<file path="src/rtl/core/assert_macros.svh">
// ----------------------------------------------------------------------------
// Assertion macros
// Shared concurrent assertion forms for the reply line parser.
// ----------------------------------------------------------------------------
`ifndef ASSERT_MACROS_SVH
`define ASSERT_MACROS_SVH

// Same-cycle implication, disabled while reset is asserted.
`define ASSERT_SAME(label, clk, rst_n, ante, cons, msg) \
	label: assert property (@(posedge clk) disable iff (!(rst_n)) (ante) |-> (cons)) \
		else $error(msg);

// Next-cycle implication, disabled while reset is asserted.
`define ASSERT_NEXT(label, clk, rst_n, ante, cons, msg) \
	label: assert property (@(posedge clk) disable iff (!(rst_n)) (ante) |=> (cons)) \
		else $error(msg);

`endif

</file>
<file path="src/rtl/core/rpl_pkg.sv">
// ----------------------------------------------------------------------------
// Reply line parser package
// Types, character codes and the key table shared by the parser files.
// ----------------------------------------------------------------------------
package rpl_pkg;

	localparam int BYTE_W  = 8;
	localparam int KEY_W   = 4;
	localparam int VALUE_W = 32;
	localparam int FRAC_W  = 4;
	localparam int NUM_KEYS = 11;

	typedef logic [BYTE_W-1:0]  byte_t;
	typedef logic [KEY_W-1:0]   key_code_t;
	typedef logic [VALUE_W-1:0] value_t;
	typedef logic [FRAC_W-1:0]  frac_t;

	// Character codes.
	localparam byte_t CH_NUL   = 8'h00;
	localparam byte_t CH_TAB   = 8'h09;
	localparam byte_t CH_LF    = 8'h0A;
	localparam byte_t CH_VT    = 8'h0B;
	localparam byte_t CH_FF    = 8'h0C;
	localparam byte_t CH_CR    = 8'h0D;
	localparam byte_t CH_SPACE = 8'h20;
	localparam byte_t CH_PLUS  = 8'h2B;
	localparam byte_t CH_MINUS = 8'h2D;
	localparam byte_t CH_POINT = 8'h2E;
	localparam byte_t CH_ZERO  = 8'h30;
	localparam byte_t CH_NINE  = 8'h39;
	localparam byte_t CH_SEMI  = 8'h3B;
	localparam byte_t CH_EQUAL = 8'h3D;

	// Key codes with special value handling.
	localparam key_code_t KEY_VX = 4'd1;
	localparam key_code_t KEY_IQ = 4'd2;

	// Two-character keys, indexed by key code.
	localparam logic [2*BYTE_W-1:0] KEY_TABLE [NUM_KEYS] = '{
		"PX", "VX", "IQ", "SO", "EC", "PS", "AC", "DC", "PR", "PA", "SD"
	};

	localparam value_t POS_MAX  = 32'h7FFF_FFFF;
	localparam value_t NEG_MAX  = 32'h8000_0000;
	localparam frac_t  FRAC_MAX = 4'd10;

	// Number scanning phase.
	typedef enum logic [1:0] {
		PH_SKIP_WS,
		PH_SIGN,
		PH_DIGITS,
		PH_DONE
	} phase_t;

	typedef struct packed {
		logic      hit;
		key_code_t code;
	} key_match_t;

	// One finished line, ready for the result register.
	typedef struct packed {
		logic      hit;
		key_code_t key_code;
		value_t    value;
		frac_t     frac_digits;
	} result_t;

	function automatic key_match_t key_lookup(input byte_t first, input byte_t second);
		key_match_t m;
		m.hit  = 1'b0;
		m.code = '0;
		for (int k = 0; k < NUM_KEYS; k++) begin
			if (!m.hit && KEY_TABLE[k] == {first, second}) begin
				m.hit  = 1'b1;
				m.code = KEY_W'(k);
			end
		end
		return m;
	endfunction

endpackage

</file>
<file path="src/rtl/core/rpl_if.sv">
// ----------------------------------------------------------------------------
// Reply line parser channels
// Valid/ready channels for received bytes and for parsed replies.
// ----------------------------------------------------------------------------
interface rpl_byte_if;
	import rpl_pkg::*;

	logic  valid;
	logic  ready;
	byte_t rx_byte;

	modport source (output valid, output rx_byte, input ready);
	modport sink (input valid, input rx_byte, output ready);
endinterface

interface rpl_reply_if;
	import rpl_pkg::*;

	logic      valid;
	logic      ready;
	key_code_t key_code;
	value_t    value;
	frac_t     frac_digits;

	modport source (output valid, output key_code, output value, output frac_digits,
		input ready);
	modport sink (input valid, input key_code, input value, input frac_digits,
		output ready);
endinterface

</file>
<file path="src/rtl/core/ascii_reply_line_parser.sv">
// ----------------------------------------------------------------------------
// ASCII reply line parser
// Turns received reply bytes into key codes with parsed decimal values.
// ----------------------------------------------------------------------------
// The block takes at most one received byte per clock cycle and gives at most one
// reply item per line. A line ends at CR, LF or a semicolon; when a non-empty
// line ends that holds an equals sign and starts with one of the eleven known
// keys, the reply carries the key code, the decimal value after the first
// equals sign (saturated to 32 bits, absolute for VX, a digit mantissa for IQ)
// and, for IQ, the count of digits after the point. A line that reaches
// LINE_BUFFER_SIZE-1 bytes is dropped together with the next non-terminator
// byte. Each byte is taken into an input register and processed from there,
// and a reply appears in the result register in the cycle after its
// terminator is processed. The sustained rate is one byte per cycle while no
// terminator waits; the critical path is the decimal accumulate (times ten
// plus digit, then a 36-bit compare against the saturation limit). Only a
// terminator waits on the result register, so data bytes keep flowing while
// a finished reply is still waiting to be taken.
// ----------------------------------------------------------------------------
`include "assert_macros.svh"

module ascii_reply_line_parser #(
	parameter int LINE_BUFFER_SIZE = 96
) (
	input  logic         clk,
	input  logic         arst_n,
	rpl_byte_if.sink     rx,
	rpl_reply_if.source  reply
);
	import rpl_pkg::*;

	logic    valid_s1;
	byte_t   byte_s1;
	logic    take;
	logic    out_free;
	result_t res;

	logic      out_valid_q;
	key_code_t key_code_q;
	value_t    value_q;
	frac_t     frac_q;

	// Input register: the byte waits here until the parser consumes it.
	rpl_in_reg u_in_reg (
		.clk      (clk),
		.arst_n   (arst_n),
		.rx       (rx),
		.take     (take),
		.valid_s1 (valid_s1),
		.byte_s1  (byte_s1)
	);

	// Line state and number scanning; decodes a finished line in the
	// cycle its terminator is consumed.
	rpl_parser #(
		.LINE_BUFFER_SIZE (LINE_BUFFER_SIZE)
	) u_parser (
		.clk      (clk),
		.arst_n   (arst_n),
		.valid_s1 (valid_s1),
		.byte_s1  (byte_s1),
		.out_free (out_free),
		.take     (take),
		.res      (res)
	);

	// Result register. It can be reloaded in the same cycle that the
	// waiting reply is taken.
	assign out_free = !out_valid_q || reply.ready;

	always_ff @(posedge clk or negedge arst_n) begin
		if (!arst_n) begin
			out_valid_q <= 1'b0;
		end else if (res.hit) begin
			out_valid_q <= 1'b1;
		end else if (reply.ready) begin
			out_valid_q <= 1'b0;
		end
	end

	always_ff @(posedge clk) begin
		if (res.hit) begin
			key_code_q <= res.key_code;
			value_q    <= res.value;
			frac_q     <= res.frac_digits;
		end
	end

	assign reply.valid       = out_valid_q;
	assign reply.key_code    = key_code_q;
	assign reply.value       = value_q;
	assign reply.frac_digits = frac_q;

	// A reply is only produced from a consumed line terminator.
	`ASSERT_SAME(a_hit_on_term, clk, arst_n, res.hit,
		valid_s1 && take && (byte_s1 == CH_LF || byte_s1 == CH_CR || byte_s1 == CH_SEMI),
		"reply produced without a consumed terminator")

	// The input side only stalls when a byte is held and the result side is full.
	`ASSERT_SAME(a_stall_cause, clk, arst_n, !rx.ready, valid_s1 && out_valid_q,
		"input stalled without a full result register")

	// A new reply is never dropped: the result register is loaded.
	`ASSERT_NEXT(a_hit_loads, clk, arst_n, res.hit, out_valid_q,
		"result register not loaded after a reply")

	// A waiting reply is never overwritten before it is taken.
	`ASSERT_SAME(a_no_overwrite, clk, arst_n, res.hit, !out_valid_q || reply.ready,
		"reply overwrote a waiting result")

endmodule

</file>
<file path="src/rtl/core/rpl_in_reg.sv">
// ----------------------------------------------------------------------------
// Reply line parser input register
// Registers each received byte; refills in the cycle the parser consumes it.
// ----------------------------------------------------------------------------
module rpl_in_reg (
	input  logic           clk,
	input  logic           arst_n,
	rpl_byte_if.sink       rx,
	input  logic           take,
	output logic           valid_s1,
	output rpl_pkg::byte_t byte_s1
);
	import rpl_pkg::*;

	assign rx.ready = !valid_s1 || take;

	always_ff @(posedge clk or negedge arst_n) begin
		if (!arst_n) begin
			valid_s1 <= 1'b0;
		end else if (rx.ready) begin
			valid_s1 <= rx.valid;
		end
	end

	always_ff @(posedge clk) begin
		if (rx.ready && rx.valid) begin
			byte_s1 <= rx.rx_byte;
		end
	end

endmodule

</file>
<file path="src/rtl/core/rpl_parser.sv">
// ----------------------------------------------------------------------------
// Reply line parser core
// Per-byte line state update, decimal accumulation and end-of-line decode.
// ----------------------------------------------------------------------------
module rpl_parser #(
	parameter int LINE_BUFFER_SIZE = 96
) (
	input  logic             clk,
	input  logic             arst_n,
	input  logic             valid_s1,
	input  rpl_pkg::byte_t   byte_s1,
	input  logic             out_free,
	output logic             take,
	output rpl_pkg::result_t res
);
	import rpl_pkg::*;

	localparam int LEN_W = $clog2(LINE_BUFFER_SIZE);
	localparam logic [LEN_W-1:0] LEN_LIMIT = LEN_W'(LINE_BUFFER_SIZE - 1);

	logic [LEN_W-1:0] len_q, len_d;
	byte_t            key_first_q, key_first_d;
	byte_t            key_second_q, key_second_d;
	logic             eq_seen_q, eq_seen_d;
	logic             ended_q, ended_d;
	phase_t           phase_q, phase_d;
	logic             neg_q, neg_d;
	value_t           mag_q, mag_d;
	logic             sat_q, sat_d;
	logic             in_frac_q, in_frac_d;
	frac_t            frac_cnt_q, frac_cnt_d;

	logic             is_term, is_ws, is_sign, is_digit, is_point, is_iq;
	logic             to_digits, clear;
	logic [35:0]      acc;
	value_t           lim;
	key_match_t       km;

	assign is_term  = (byte_s1 == CH_LF) || (byte_s1 == CH_CR) || (byte_s1 == CH_SEMI);
	assign is_ws    = (byte_s1 == CH_SPACE) || (byte_s1 == CH_TAB) ||
		(byte_s1 == CH_VT) || (byte_s1 == CH_FF);
	assign is_sign  = (byte_s1 == CH_PLUS) || (byte_s1 == CH_MINUS);
	assign is_digit = (byte_s1 >= CH_ZERO) && (byte_s1 <= CH_NINE);
	assign is_iq    = (key_first_q == KEY_TABLE[KEY_IQ][15:8]) &&
		(key_second_q == KEY_TABLE[KEY_IQ][7:0]);
	assign is_point = (byte_s1 == CH_POINT) && is_iq && !in_frac_q;

	// Ten times the magnitude plus the new digit, wide enough never to wrap.
	assign acc = ({4'd0, mag_q} << 3) + ({4'd0, mag_q} << 1) + 36'(byte_s1 - CH_ZERO);
	assign lim = neg_q ? NEG_MAX : POS_MAX;

	// A terminator waits for a free result register, whether or not it produces a result.
	assign take = valid_s1 && (!is_term || out_free);

	always_comb begin
		len_d        = len_q;
		key_first_d  = key_first_q;
		key_second_d = key_second_q;
		eq_seen_d    = eq_seen_q;
		ended_d      = ended_q;
		phase_d      = phase_q;
		neg_d        = neg_q;
		mag_d        = mag_q;
		sat_d        = sat_q;
		in_frac_d    = in_frac_q;
		frac_cnt_d   = frac_cnt_q;
		to_digits    = 1'b0;
		clear        = 1'b0;

		unique case (phase_q)
			PH_SKIP_WS: to_digits = !is_ws && !is_sign;
			PH_SIGN:    to_digits = 1'b1;
			PH_DIGITS:  to_digits = 1'b1;
			PH_DONE:    to_digits = 1'b0;
			default:    to_digits = 1'b0;
		endcase

		if (take) begin
			if (is_term) begin
				clear = (len_q != '0);
			end else if (len_q < LEN_LIMIT) begin
				len_d = len_q + 1'b1;
				if (!ended_q) begin
					if (byte_s1 == CH_NUL) begin
						ended_d = 1'b1;
					end else begin
						if (len_q == LEN_W'(0)) begin
							key_first_d = byte_s1;
						end else if (len_q == LEN_W'(1)) begin
							key_second_d = byte_s1;
						end
						if (!eq_seen_q) begin
							if (byte_s1 == CH_EQUAL) begin
								eq_seen_d = 1'b1;
							end
						end else if (phase_q == PH_SKIP_WS && is_sign) begin
							neg_d   = (byte_s1 == CH_MINUS);
							phase_d = PH_SIGN;
						end else if (to_digits) begin
							if (is_digit) begin
								phase_d = PH_DIGITS;
								if (!sat_q) begin
									if (in_frac_q) begin
										if (frac_cnt_q >= FRAC_MAX || acc > {4'd0, lim}) begin
											phase_d = PH_DONE;
										end else begin
											mag_d      = acc[31:0];
											frac_cnt_d = frac_cnt_q + 1'b1;
										end
									end else if (acc > {4'd0, NEG_MAX}) begin
										sat_d = 1'b1;
									end else begin
										mag_d = acc[31:0];
									end
								end
							end else if (is_point) begin
								phase_d   = PH_DIGITS;
								in_frac_d = 1'b1;
							end else begin
								phase_d = PH_DONE;
							end
						end
					end
				end
			end else begin
				clear = 1'b1;
			end
		end

		if (clear) begin
			len_d        = '0;
			key_first_d  = '0;
			key_second_d = '0;
			eq_seen_d    = 1'b0;
			ended_d      = 1'b0;
			phase_d      = PH_SKIP_WS;
			neg_d        = 1'b0;
			mag_d        = '0;
			sat_d        = 1'b0;
			in_frac_d    = 1'b0;
			frac_cnt_d   = '0;
		end
	end

	always_ff @(posedge clk or negedge arst_n) begin
		if (!arst_n) begin
			len_q        <= '0;
			key_first_q  <= '0;
			key_second_q <= '0;
			eq_seen_q    <= 1'b0;
			ended_q      <= 1'b0;
			phase_q      <= PH_SKIP_WS;
			neg_q        <= 1'b0;
			mag_q        <= '0;
			sat_q        <= 1'b0;
			in_frac_q    <= 1'b0;
			frac_cnt_q   <= '0;
		end else begin
			len_q        <= len_d;
			key_first_q  <= key_first_d;
			key_second_q <= key_second_d;
			eq_seen_q    <= eq_seen_d;
			ended_q      <= ended_d;
			phase_q      <= phase_d;
			neg_q        <= neg_d;
			mag_q        <= mag_d;
			sat_q        <= sat_d;
			in_frac_q    <= in_frac_d;
			frac_cnt_q   <= frac_cnt_d;
		end
	end

	// End-of-line decode from the state held before the terminator.
	always_comb begin
		km              = key_lookup(key_first_q, key_second_q);
		res.hit         = take && is_term && (len_q != '0) && eq_seen_q && km.hit;
		res.key_code    = km.code;
		res.frac_digits = (km.code == KEY_IQ) ? frac_cnt_q : '0;
		if (km.code != KEY_VX && neg_q) begin
			res.value = sat_q ? NEG_MAX : (~mag_q + 1'b1);
		end else begin
			res.value = (sat_q || mag_q > POS_MAX) ? POS_MAX : mag_q;
		end
	end

endmodule
</file>
<file path="src/flat_wrapper.sv">
// flat-port wrapper written by rule: the top's interface ports become plain ports
module ascii_reply_line_parser_flat import rpl_pkg::*;
#(
	parameter int LINE_BUFFER_SIZE = 96
)
  (clk, arst_n, rx_valid, rx_rx_byte, rx_ready, reply_valid, reply_key_code, reply_value, reply_frac_digits, reply_ready);
  rpl_byte_if rx_i ();
  rpl_reply_if reply_i ();
  input  logic clk;
  input  logic arst_n;
  input wire logic [$bits(rx_i.valid)-1:0] rx_valid;
  input wire logic [$bits(rx_i.rx_byte)-1:0] rx_rx_byte;
  output wire logic [$bits(rx_i.ready)-1:0] rx_ready;
  output wire logic [$bits(reply_i.valid)-1:0] reply_valid;
  output wire logic [$bits(reply_i.key_code)-1:0] reply_key_code;
  output wire logic [$bits(reply_i.value)-1:0] reply_value;
  output wire logic [$bits(reply_i.frac_digits)-1:0] reply_frac_digits;
  input wire logic [$bits(reply_i.ready)-1:0] reply_ready;
  assign rx_i.valid = rx_valid;
  assign rx_i.rx_byte = rx_rx_byte;
  assign rx_ready = rx_i.ready;
  assign reply_valid = reply_i.valid;
  assign reply_key_code = reply_i.key_code;
  assign reply_value = reply_i.value;
  assign reply_frac_digits = reply_i.frac_digits;
  assign reply_i.ready = reply_ready;
  ascii_reply_line_parser #(.LINE_BUFFER_SIZE(LINE_BUFFER_SIZE)) u_core (.clk(clk), .arst_n(arst_n), .rx(rx_i), .reply(reply_i));
endmodule
</file>
<file path="config.mk">
export PLATFORM = sky130hd
export DESIGN_NAME = ascii_reply_line_parser_flat
export DESIGN_NICKNAME = d
export VERILOG_FILES = /design/src/rtl/core/rpl_pkg.sv /design/src/rtl/core/rpl_if.sv /design/src/rtl/core/ascii_reply_line_parser.sv /design/src/rtl/core/rpl_in_reg.sv /design/src/rtl/core/rpl_parser.sv /design/src/flat_wrapper.sv
export VERILOG_INCLUDE_DIRS = /design/src /design/src/rtl/core
export SDC_FILE = /design/constraint.sdc
export NUM_CORES = 1
export LEC_CHECK = 0
export BUFFER_PORTS_ARGS = -buffer_cell sky130_fd_sc_hd__clkbuf_2
export CORE_MARGIN = 5
export CORE_UTILIZATION = 62
export CTS_CLUSTER_SIZE = 16
export DETAILED_ROUTE_END_ITERATION = 10
export HOLD_SLACK_MARGIN = 0.15
export PLACE_DENSITY_LB_ADDON = 0.1
export SYNTH_ARGS = -nofsm -noshare
export SYNTH_HDL_FRONTEND = slang
export SYNTH_SLANG_ARGS = --single-unit
</file>
<file path="constraint.sdc">
create_clock -name clk -period 13.3 [get_ports clk]
set_clock_uncertainty 0.1 [all_clocks]
set_input_delay 2.66 -clock clk [delete_from_list [all_inputs] [get_ports clk]]
set_output_delay 2.66 -clock clk [all_outputs]
set_load 0.05 [all_outputs]
</file>
======== Yosys cells after proc, flatten, opt, wreduce, memory -nomap -nowiden ========
Cells that the tools add are included.
storage, ports and cells
  bits in registers ....................... 116
  memory bits (read-only) ................. 0
  memories kept ........................... 0
  latch bits .............................. 0
  output and inout bits ................... 42
  input bits .............................. 12
  RAM bits ................................ 0
  word-level logic and storage cells ...... 275
operators by class
  mux-type cells .......................... 127
  multipliers ............................. 0
  reduce and logical (&&, ||, !) cells .... 77
  magnitude comparators ................... 7
  shifts and indexed selects .............. 0
  equality and inequality tests ........... 40
  add/sub/neg operators ................... 6
  bitwise operators ....................... 1
  divide/modulo/power cells ............... 0
operators by type and width
  operator                                              number
  2-to-1 mux 32 bit                                     18
  == test 15 x 16 -> 1 bit, first input constant        11
  2-to-1 mux 8 bit                                      15
  2-to-1 mux 1 bit                                      55
  2-to-1 mux 5 bit                                      11
  2-to-1 mux 4 bit                                      13
  == test 8 x 6 -> 1 bit, second input constant         6
  == test 8 x 4 -> 1 bit, second input constant         5
  adder 35 x 33 -> 36 bit                               1
  adder 36 bit                                          1
  > comparator 36 x 32 -> 1 bit                         1
  > comparator 36 x 32 -> 1 bit, second input constant  1
  adder 32 x 1 -> 32 bit, second input constant         1
  > comparator 32 x 31 -> 1 bit, second input constant  1
  inverter 32 bit                                       1
  2-to-1 mux 7 bit                                      4
  AND reduction 12 bit                                  2
  logical AND 1 bit                                     23
  nonzero test 2 bit                                    11
  AND reduction 7 bit                                   3
  2-to-1 mux 2 bit                                      10
  == test 8 x 7 -> 1 bit, second input constant         2
  logical NOT 1 bit                                     16
  logical OR 1 bit                                      11
  27 further kinds                                      35

======== Longest topological paths before layout ========
Gate-level depths: netlist (run 1).
  word-level depth ........................ 35
  gate-level depth with buffers ........... 25

======== Modules after synthesis ========
A second synthesis (run 1) with hierarchy kept.
second synthesis, totals
  cell total of the unflattened synthesis .. 1,088
  area, all modules ....................... 9,709.3 um2
modules (own cells, without submodules)
  module                   times used  area each (um2)  seq. area each (um2)  cells an instance
  rpl_parser               1           8,166.6          1,651.6               1,033
  ascii_reply_line_parser  1           1,248.7          1,226.2               43
  rpl_in_reg               1           294.0            265.3                 12

======== Least setup slack after synthesis (run 1) ========
No wires, ideal clock.
  kind .................................... register to register
  start ................................... reg u_core.u_in_reg.byte_s1[5]
  end ..................................... reg u_core.u_parser.mag_q[10]
  slack ................................... 5.344 ns
  cell stages (with the launch flop) ...... 26
  clock period less this slack ............ 7.956 ns
  arrival ................................. 7.720 ns
  setup time .............................. 0.136 ns
  cell sequence ........................... edfxtp_1 > ha_1 > nor3_1 > fa_1 > ha_1 > clkbuf_1 > a21oi_1 > o21ai_1 > o21ai_0 > o21ai_0 > nor2b_1 > o21ai_0 > nor2b_1 > xnor2_1 > ha_1 > a21o_1 > a21oi_1 > o21ai_0 > a2111oi_0 > o211ai_1 > o211a_1 > mux2i_1 > a41oi_2 > buf_2 > o21ai_1 > a21oi_1
between the ends
  word-level cells in the longest chain between the ends .. 15
  elaborated cells on any way between the ends .. 61
  those cells by class .................... 2 x add/sub; 4 x order compare; 16 x eq/ne; 17 x mux; 22 x reduce/logical
ends and longest elaborated chain
  what                                  RTL line                              text
  start, declared                       rpl_in_reg.sv:11                      output rpl_pkg::byte_t byte_s1
  start signal, assigned                rpl_in_reg.sv:27                      byte_s1 <= rx.rx_byte;
  subtractor 8 x 6 -> 9 bit             rpl_parser.sv:49                      assign acc = ({4'd0, mag_q} << 3) + ({4'd0, mag_q} << 1) + 36'(byte_s1 - CH_ZERO);
  adder 36 bit                          rpl_parser.sv:49
  2-to-1 mux 32 bit (on tied branches)  rpl_parser.sv:110, rpl_parser.sv:104
  2-to-1 mux 32 bit                     rpl_parser.sv:103                     if (in_frac_q) begin
  2-to-1 mux 32 bit                     rpl_parser.sv:102                     if (!sat_q) begin
  2-to-1 mux 32 bit                     rpl_parser.sv:100                     if (is_digit) begin
  2-to-1 mux 32 bit                     rpl_parser.sv:99                      end else if (to_digits) begin
  2-to-1 mux 32 bit                     rpl_parser.sv:96                      end else if (phase_q == PH_SKIP_WS && is_sign) begin
  2-to-1 mux 32 bit                     rpl_parser.sv:92                      if (!eq_seen_q) begin
  2-to-1 mux 32 bit                     rpl_parser.sv:84                      if (byte_s1 == CH_NUL) begin
  2-to-1 mux 32 bit                     rpl_parser.sv:83                      if (!ended_q) begin
  2-to-1 mux 32 bit                     rpl_parser.sv:81                      end else if (len_q < LEN_LIMIT) begin
  2-to-1 mux 32 bit                     rpl_parser.sv:79                      if (is_term) begin
  2-to-1 mux 32 bit                     rpl_parser.sv:78                      if (take) begin
  2-to-1 mux 32 bit                     rpl_parser.sv:130                     if (clear) begin
  end signal, assigned                  rpl_parser.sv:166                     mag_q <= mag_d;
  end, declared                         rpl_parser.sv:28                      value_t mag_q, mag_d;
Several ways; a longest one is shown, not always the timed one. The select of a mux whose other input is x is not followed.
A chain may end at the register's enable or synchronous reset.

======== Final worst setup path (run 1) ========
  start ................................... reg u_core.u_in_reg.byte_s1[5]
  end ..................................... reg u_core.u_parser.mag_q[11]
Same word-level chain as after synthesis.

==> results of run 1 <==
synth_stat cells (13+ instances only):
library cell,instances
a21o_1,23
nand3_1,61
a21oi_1,119
o21ai_0,53
edfxtp_1,48
inv_1,44
nor2_1,121
o21a_1,15
nor3_1,29
nand2_1,69
ha_1,80
nand4_1,20
clkbuf_1,29
or3_1,18
dfrtp_1,68
o22a_1,26
mux2i_1,13
nor4_1,15
o21ai_1,26
fa_1,31
and2_1,16
xnor2_1,21
power by group:
| group | total, mW | internal (mW) | switching, mW |
|---|---|---|---|
| combinational | 1.57 | 0.604 | 0.971 |
| sequential | 0.642 | 0.480 | 0.162 |
| clock | 0.429 | 0.268 | 0.162 |
| total | 2.65 | 1.35 | 1.29 |
registers in the layout, indices dropped and copies added (netlist names), 2 cells and up:
register	cells
u_core.reply.key_code	4
u_core.u_parser.frac_cnt_q	4
u_core.u_parser.len_q	7
u_core.u_parser.key_first_q	8
u_core.u_parser.mag_q	32
u_core.reply.value	32
u_core.u_in_reg.byte_s1	8
u_core.reply.frac_digits	4
u_core.u_parser.phase_q	2
u_core.u_parser.key_second_q	8
layout make-up:
| class | count | area (um^2) | area share, % |
|---|---|---|---|
| clock buffers | 24 | 514 | 4.81 |
| inverters | 44 | 165 | 1.54 |
| flip-flops and latches | 116 | 3140 | 29.4 |
| clock inverters | 7 | 45.0 | 0.421 |
| repair buffers | 60 | 318 | 2.97 |
| well taps | 211 | 264 | 2.47 |
| multi-input cells | 903 | 6240 | 58.4 |
layer usage:
layer / up-vias / routed length [um]
met2: 391 / 11200
met1: 4175 / 12000
li1: 4182 / -
met5: - / 0
met3: 50 / 2180
met4: 0 / 478
worst min-delay path, cell delays in order, from the launching register on:
cell and delay, ns:
dfrtp_1 0.34, a21oi_1 0.06, nor2_1 0.08
per-stage QoR:
step | hold slack, ns | cells | util, % | power [mW] | instance area, um^2
global placement | 0.399 | 1334 | 66.2 | 2.13 | 10100
finish | 0.416 | 1365 | 69.8 | 2.65 | 10700
CTS | 0.419 | 1365 | 69.8 | 2.61 | 10700
detailed placement | 0.406 | 1334 | 66.2 | 2.17 | 10100
floorplan | 0.357 | 1114 | - | 1.79 | 9750
global route | 0.470 | 1365 | 69.8 | 2.85 | 10700
logic make-up after synthesis:
kind of cell | synth area share (%)
buf+inv | 4.00
fa+ha+maj | 16.6
simple gates | 21.1
mux | 1.56
flops | 32.2
xor+xnor | 2.96
compound gates | 21.5
worst paths after layout:
check / endpoint / slack (ns) / cells past startpoint
min reg2reg: u_core.u_parser.key_second_q[5]$_DFFE_PN0P_ / 0.42 / 2
min in group asynchronous: u_core.u_parser.mag_q[15]$_DFFE_PN0P_ / 2.34 / 2
max reg2reg: u_core.u_parser.mag_q[11]$_DFFE_PN0P_ / 6.13 / 24
max in group asynchronous: u_core.u_parser.key_first_q[3]$_DFFE_PN0P_ / 10.18 / 2
max: u_core.u_parser.mag_q[11]$_DFFE_PN0P_ / 6.13 / 24
min: u_core.u_parser.key_second_q[5]$_DFFE_PN0P_ / 0.42 / 2
==> summary.md, run 1 <==
| Metric | Value |
|---|---|
| Start of the worst register-to-register path | `u_core.u_in_reg.byte_s1[5]$_DFFE_PP_` |
| GR Util met2 | `42.5%` |
| GRT Total Usage | `28.9%` |
| CP delay by family, top | `compound AO/OA/AOI/OAI gates` |
| Postcts setup bufs | `0` |
| CP arrival | `7.40 ns` |
| CP max stage delay | `1.08 ns` |
| # fillers | `1,277` |
| Commonest non-fill, non-tap cell in the layout | `nor2_1` |
| Crit Path Class | `flop to flop` |
| Clock Sinks | `116` |
| Crit start category | `flop` |
| Power Density | `247 nW/um^2` |
| Tcrit/Tclk final | `53.9%` |
| CP Capture Type | `flop` |
| RSZ-0062 raised after global routing | `false` |
| Share of cells above drive strength 1 | `9.27%` |
| Initial antenna violation count | `0` |
| Drt first-iter violations | `870` |
| Dpl ws | `6.29 ns` |
| Total CTS buffers | `17` |
| Synth warn | `0` |
| Highest ir drop seen on vdd | `0.000125 V` |
| Hpwl dp | `19,100 um` |
| Max-cap violations | `0` |
| Max Fanout on Critical Path | `28` |
| Drt total wl | `25,800 um` |
| TritonCTS clock tree | `done` |
| Largest net degree at the start of global routing | `69` |
| Die Height | `135 um` |
| Most used cell, CP | `o21ai_0` |
| Leak Pwr | `4.73 nW` |
| Worst Tran Pin Value | `1.36 ns` |
| Slew HR | `9.46%` |
| First-pass GRT wire length | `42,000 um` |
| Ys async rst share | `58.6%` |
| Post-synthesis cell type count | `73` |
| PortBufs | `53` |
| Final Max Slew Viols | `0` |
| Area Overhead vs Synth | `9.61%` |
| Most frequent cells in the layout | `nor2_1 (121), a21oi_1 (118), ha_1 (80), nand2_1 (69), dfrtp_1 (68)` |
| Critical path buffers and inverters | `1` |
| Vias in the first global route | `8,133` |
| Share of the yosys chip area belonging to registers | `32.2%` |
| Clock buffer depth | `2` |
| Avg Inst Size Synth | `8.76 um^2` |
| Fmax | `140 MHz` |
| # resized after CTS | `0` |
| IO Pins | `54` |
| Top_reg_cell synth | `dfrtp_1` |
| Antenna Cells | `0` |
| DRC violations left | `0` |
| Busiest grt layer | `met1` |
| CP Cell Sequence | `ha_1 -> nor3_2 -> buf_4 -> fa_1 -> ha_1 -> a21oi_1 -> o21ai_1 -> o21ai_0 -> o21ai_0 -> nor2b_1 -> o21ai_0 -> nor2b_1 -> xnor2_1 -> ha_1 -> a21o_1 -> a21oi_1 -> o21ai_0 -> a2111oi_0 -> o211ai_1 -> o211a_1 -> mux2i_1 -> a41oi_2 -> nor2_1 -> o21ai_0` |
| Min cycle time layout | `7.17 ns` |
| Count of flip-flops with a built-in enable after synthesis | `48` |
| M3 GR Usage | `6.65%` |
| Die Wd | `135 um` |
| Via Count | `8,798` |
| Final setup viols | `0` |
| Share of the synthesized area in the top cell type | `17.4%` |
| Critical Path RT | `13.53 ns` |
| Ranking of synthesized cells by area | `dfrtp_1 (17%), edfxtp_1 (15%), ha_1 (10%), fa_1 (6.4%), a21oi_1 (6.1%)` |
| Reg clk slew, reported paths | `0.05 ns` |
| Antenna Nets Post-Route | `0` |
| Final Wtd Congestion | `0.987` |
| Die area | `18,300 um^2` |
| Outcome | `finished clean` |
| Fin worst setup slack | `6.13 ns` |
| Pre-antenna DRT Iters | `6` |
| Final net count | `1,265` |
| Met1 Track Usage GR | `42.9%` |
| Clock root buffer | `clkbuf_16` |
| Total negative slack | `0 ns` |
| DR vias/cell | `6.45` |
| Cell Rows | `45` |
| Register bit total from synthesis | `116` |
| H-tree levels | `4` |
| Starting Density | `63.7%` |
| Post-Synthesis Cell Area | `9750 um^2` |
| Worst-skew pair later-pin latency | `0.43 ns` |
| WL/cell | `18.9 um` |
| Hold WC Path Type | `flop to flop` |
| Yosys top cell by area | `dfrtp_1` |
| Mapped Nets | `1,237` |
| Core box area | `15,300 um^2` |
| Final Hold Viols | `0` |
| Hold buffer count at cts | `0` |
| Hold path start | `u_core.u_parser.key_second_q[5]$_DFFE_PN0P_` |
| Crit. Startpoint | `u_core.u_in_reg.byte_s1[5]$_DFFE_PP_` |
| Synth Instances | `1,114` |
| Slowest stage cell, crit path | `a41oi_2` |
| Total gr overflow | `0` |
No activity file was read; power rests on OpenSTA's default activity.
==> run 2: changes to the inputs <==
==> constraint.sdc (replaced) <==
create_clock -name clk -period 7.1 [get_ports clk]
set_clock_uncertainty 0.1 [all_clocks]
set_input_delay 1.42 -clock clk [delete_from_list [all_inputs] [get_ports clk]]
set_output_delay 1.42 -clock clk [all_outputs]
set_load 0.05 [all_outputs]
==> summary.md, run 2 (same netlist as run 1, synthesis figures left out) <==
| Metric | Value |
|---|---|
| Vias in the first global route | `8,137 (+0.049%)` |
| Drt first-iter violations | `952 (+9.4%)` |
| Crit Path Class | `flop to flop` |
| Hold buffer count at cts | `0 (unchanged)` |
| Fmax | `148 MHz (+6.1%)` |
| Placed Area | `10,200 um^2 (+0.78%)` |
| Postcts setup bufs | `0 (unchanged)` |
| Most frequent cells in the layout | `nor2_1 (120), a21oi_1 (118), ha_1 (80), nand2_1 (69), dfrtp_1 (68)` |
| Commonest non-fill, non-tap cell in the layout | `nor2_1` |
| Flop pwr share | `23.6% (-0.7 points)` |
| Antenna Cells | `0 (unchanged)` |
| Power Density | `470 nW/um^2 (+90%)` |
| CP Capture Type | `flop` |
| Combinational fraction of design power | `58.8% (-0.7 points)` |
| PortBufs | `53 (unchanged)` |
| Largest net degree at the start of global routing | `69 (unchanged)` |
| Hold WS | `0.429 ns (+0.0129 ns)` |
| Critical Path RT | `7.29 ns (-6.24 ns)` |
| Final net count | `1,273 (+0.63%)` |
| Cell Rows | `45 (unchanged)` |
| Min cycle time layout | `6.75 ns (-0.414 ns)` |
| WL/cell | `19.1 um (+0.93%)` |
| Clock network fraction of design power | `17.6% (+1.4 points)` |
| Final instance area | `10,800 um^2 (+1.3%)` |
| Die Height | `135 um (unchanged)` |
| Leak Pwr | `4.80 nW (+1.6%)` |
| NetSw | `2.47 mW (+91%)` |
| Tcrit/Tclk final | `95.1% (+41 points)` |
| Initial antenna violation count | `0 (unchanged)` |
| DR vias/cell | `6.51 (+1.0%)` |
| M3 GR Usage | `5.91% (-0.74 points)` |
| # fillers | `1,258 (-1.5%)` |
| TritonCTS clock tree | `done` |
| Drt total wl | `26,200 um (+1.6%)` |
| Pre-antenna DRT Iters | `6 (unchanged)` |
| CP arrival | `6.94 ns (-0.46 ns)` |
| Via Count | `8,947 (+1.7%)` |
| Total negative slack | `0 ns (unchanged)` |
| Antenna Nets Post-Route | `0 (unchanged)` |
| IO Pins | `54 (unchanged)` |
| Die area | `18,300 um^2 (unchanged)` |
| Busiest grt layer | `met1` |
| First-pass GRT wire length | `42,300 um (+0.64%)` |
| Reg clk slew, reported paths | `0.06 ns (about the same)` |
| Worst-skew pair later-pin latency | `0.43 ns (about the same)` |
| Highest ir drop seen on vdd | `0.000307 V (+140%)` |
| Share of cells above drive strength 1 | `10.2% (+0.96 points)` |
| Final Hold Viols | `0 (unchanged)` |
| H-tree levels | `4 (unchanged)` |
| Die Wd | `135 um (unchanged)` |
| Worst Tran Pin Value | `1.17 ns (-0.191 ns)` |
| Crit start category | `flop` |
| Clock root buffer | `clkbuf_16` |
| Starting Density | `63.7% (unchanged)` |
| GRT Total Usage | `29.0% (+0.13 points)` |
| Slew HR | `22.0% (+13 points)` |
| GR Util met2 | `43.1% (+0.58 points)` |
| Final setup viols | `0 (unchanged)` |
| Final Max Slew Viols | `0 (unchanged)` |
| Power Total | `5.10 mW (+93%)` |
| Final Wtd Congestion | `0.957 (-3.1%)` |
| Clock Sinks | `116 (unchanged)` |
| Total gr overflow | `0 (unchanged)` |
| Internal power | `2.62 mW (+94%)` |
| Met1 Track Usage GR | `44.0% (+1.1 points)` |
| Core box area | `15,300 um^2 (unchanged)` |
| Max Fanout on Critical Path | `27 (-3.6%)` |
| Hold WC Path Type | `flop to flop` |
| Max-cap violations | `0 (unchanged)` |
| Area Overhead vs Synth | `11.1%` |
| Clock buffer depth | `2 (unchanged)` |
| RSZ-0062 raised after global routing | `false` |
| Sw Ratio | `48.5% (-0.39 points)` |
| # resized after CTS | `0 (unchanged)` |
| Hpwl dp | `19,200 um (+0.59%)` |
| Outcome | `finished clean` |
| Total CTS buffers | `17 (unchanged)` |
| DRC violations left | `0 (unchanged)` |
[run 2: per-stage QoR]
stage                     setup WS [ns]  std cells  utilization (%)
after floorplan                   0.274       1114                -
after global routing            0.00913       1374             70.7
after detailed placement          0.349       1342             66.7
after global placement            0.567       1342             66.7
final                             0.346       1374             70.7
after CTS                         0.345       1374             70.7
[run 2: worst paths after layout]
check | start | end | slack (ns) | cells past startpoint
worst max-delay path | u_core.u_in_reg.byte_s1[5]$_DFFE_PP_ | u_core.u_parser.mag_q[21]$_DFFE_PN0P_ | 0.35 | 25
worst min-delay path | u_core.u_parser.key_second_q[6]$_DFFE_PN0P_ | u_core.u_parser.key_second_q[6]$_DFFE_PN0P_ | 0.43 | 2
worst max register to register | u_core.u_in_reg.byte_s1[5]$_DFFE_PP_ | u_core.u_parser.mag_q[21]$_DFFE_PN0P_ | 0.35 | 25
worst min register to register | u_core.u_parser.key_second_q[6]$_DFFE_PN0P_ | u_core.u_parser.key_second_q[6]$_DFFE_PN0P_ | 0.43 | 2
max in group asynchronous | arst_n | u_core.u_parser.frac_cnt_q[1]$_DFFE_PN0P_ | 5.18 | 2
min in group asynchronous | arst_n | u_core.u_parser.mag_q[15]$_DFFE_PN0P_ | 1.07 | 2
[run 2: metal layers]
layer  share of wire, %  vias to the layer above
li1                   -                     4192
met1                 45                     4268
met2                 44                      443
met3                9.7                       44
met4                1.3                        0
met5                  0                        -
[run 2: final cells by class]
type | count | area (um^2) | area share (%)
Sequential cell | 116 | 3140 | 29.0
Tap cell | 211 | 264 | 2.44
Clock inverter | 10 | 115 | 1.06
Clock buffer | 22 | 495 | 4.57
Multi-Input combinational cell | 903 | 6260 | 57.8
Timing Repair Buffer | 68 | 390 | 3.60
Inverter | 44 | 165 | 1.52
[run 2: power by group through the flow]
| stage | sequential, mW | clock [mW] | combinational [mW] |
|---|---|---|---|
| after floorplan | 1.08 | 0 | 2.28 |
| after global placement | 1.20 | 0 | 2.83 |
| after detailed placement | 1.20 | 0 | 2.89 |
| after CTS | 1.19 | 0.893 | 2.93 |
| after global routing | 1.23 | 0.931 | 3.32 |
| final | 1.20 | 0.897 | 3.00 |
[run 2: critical path: stages (launching register included)]
cell and delay (ns):
edfxtp_1 0.48, ha_1 0.33, nor3_4 0.18, buf_12 0.25, fa_1 0.47, ha_1 0.40, a21oi_1 0.29, o21ai_0 0.21
a2111oi_0 0.43, o21ai_0 0.26, nor2b_1 0.19, o21ai_0 0.20, nor2b_1 0.18, xnor2_1 0.19, ha_1 0.31, a21o_1 0.16
a21oi_1 0.12, o21ai_0 0.12, a2111oi_0 0.41, o211ai_1 0.15, o211a_1 0.15, mux2i_1 0.27, a41oi_2 0.08, buf_4 0.25
nor2_2 0.28, o21ai_0 0.14
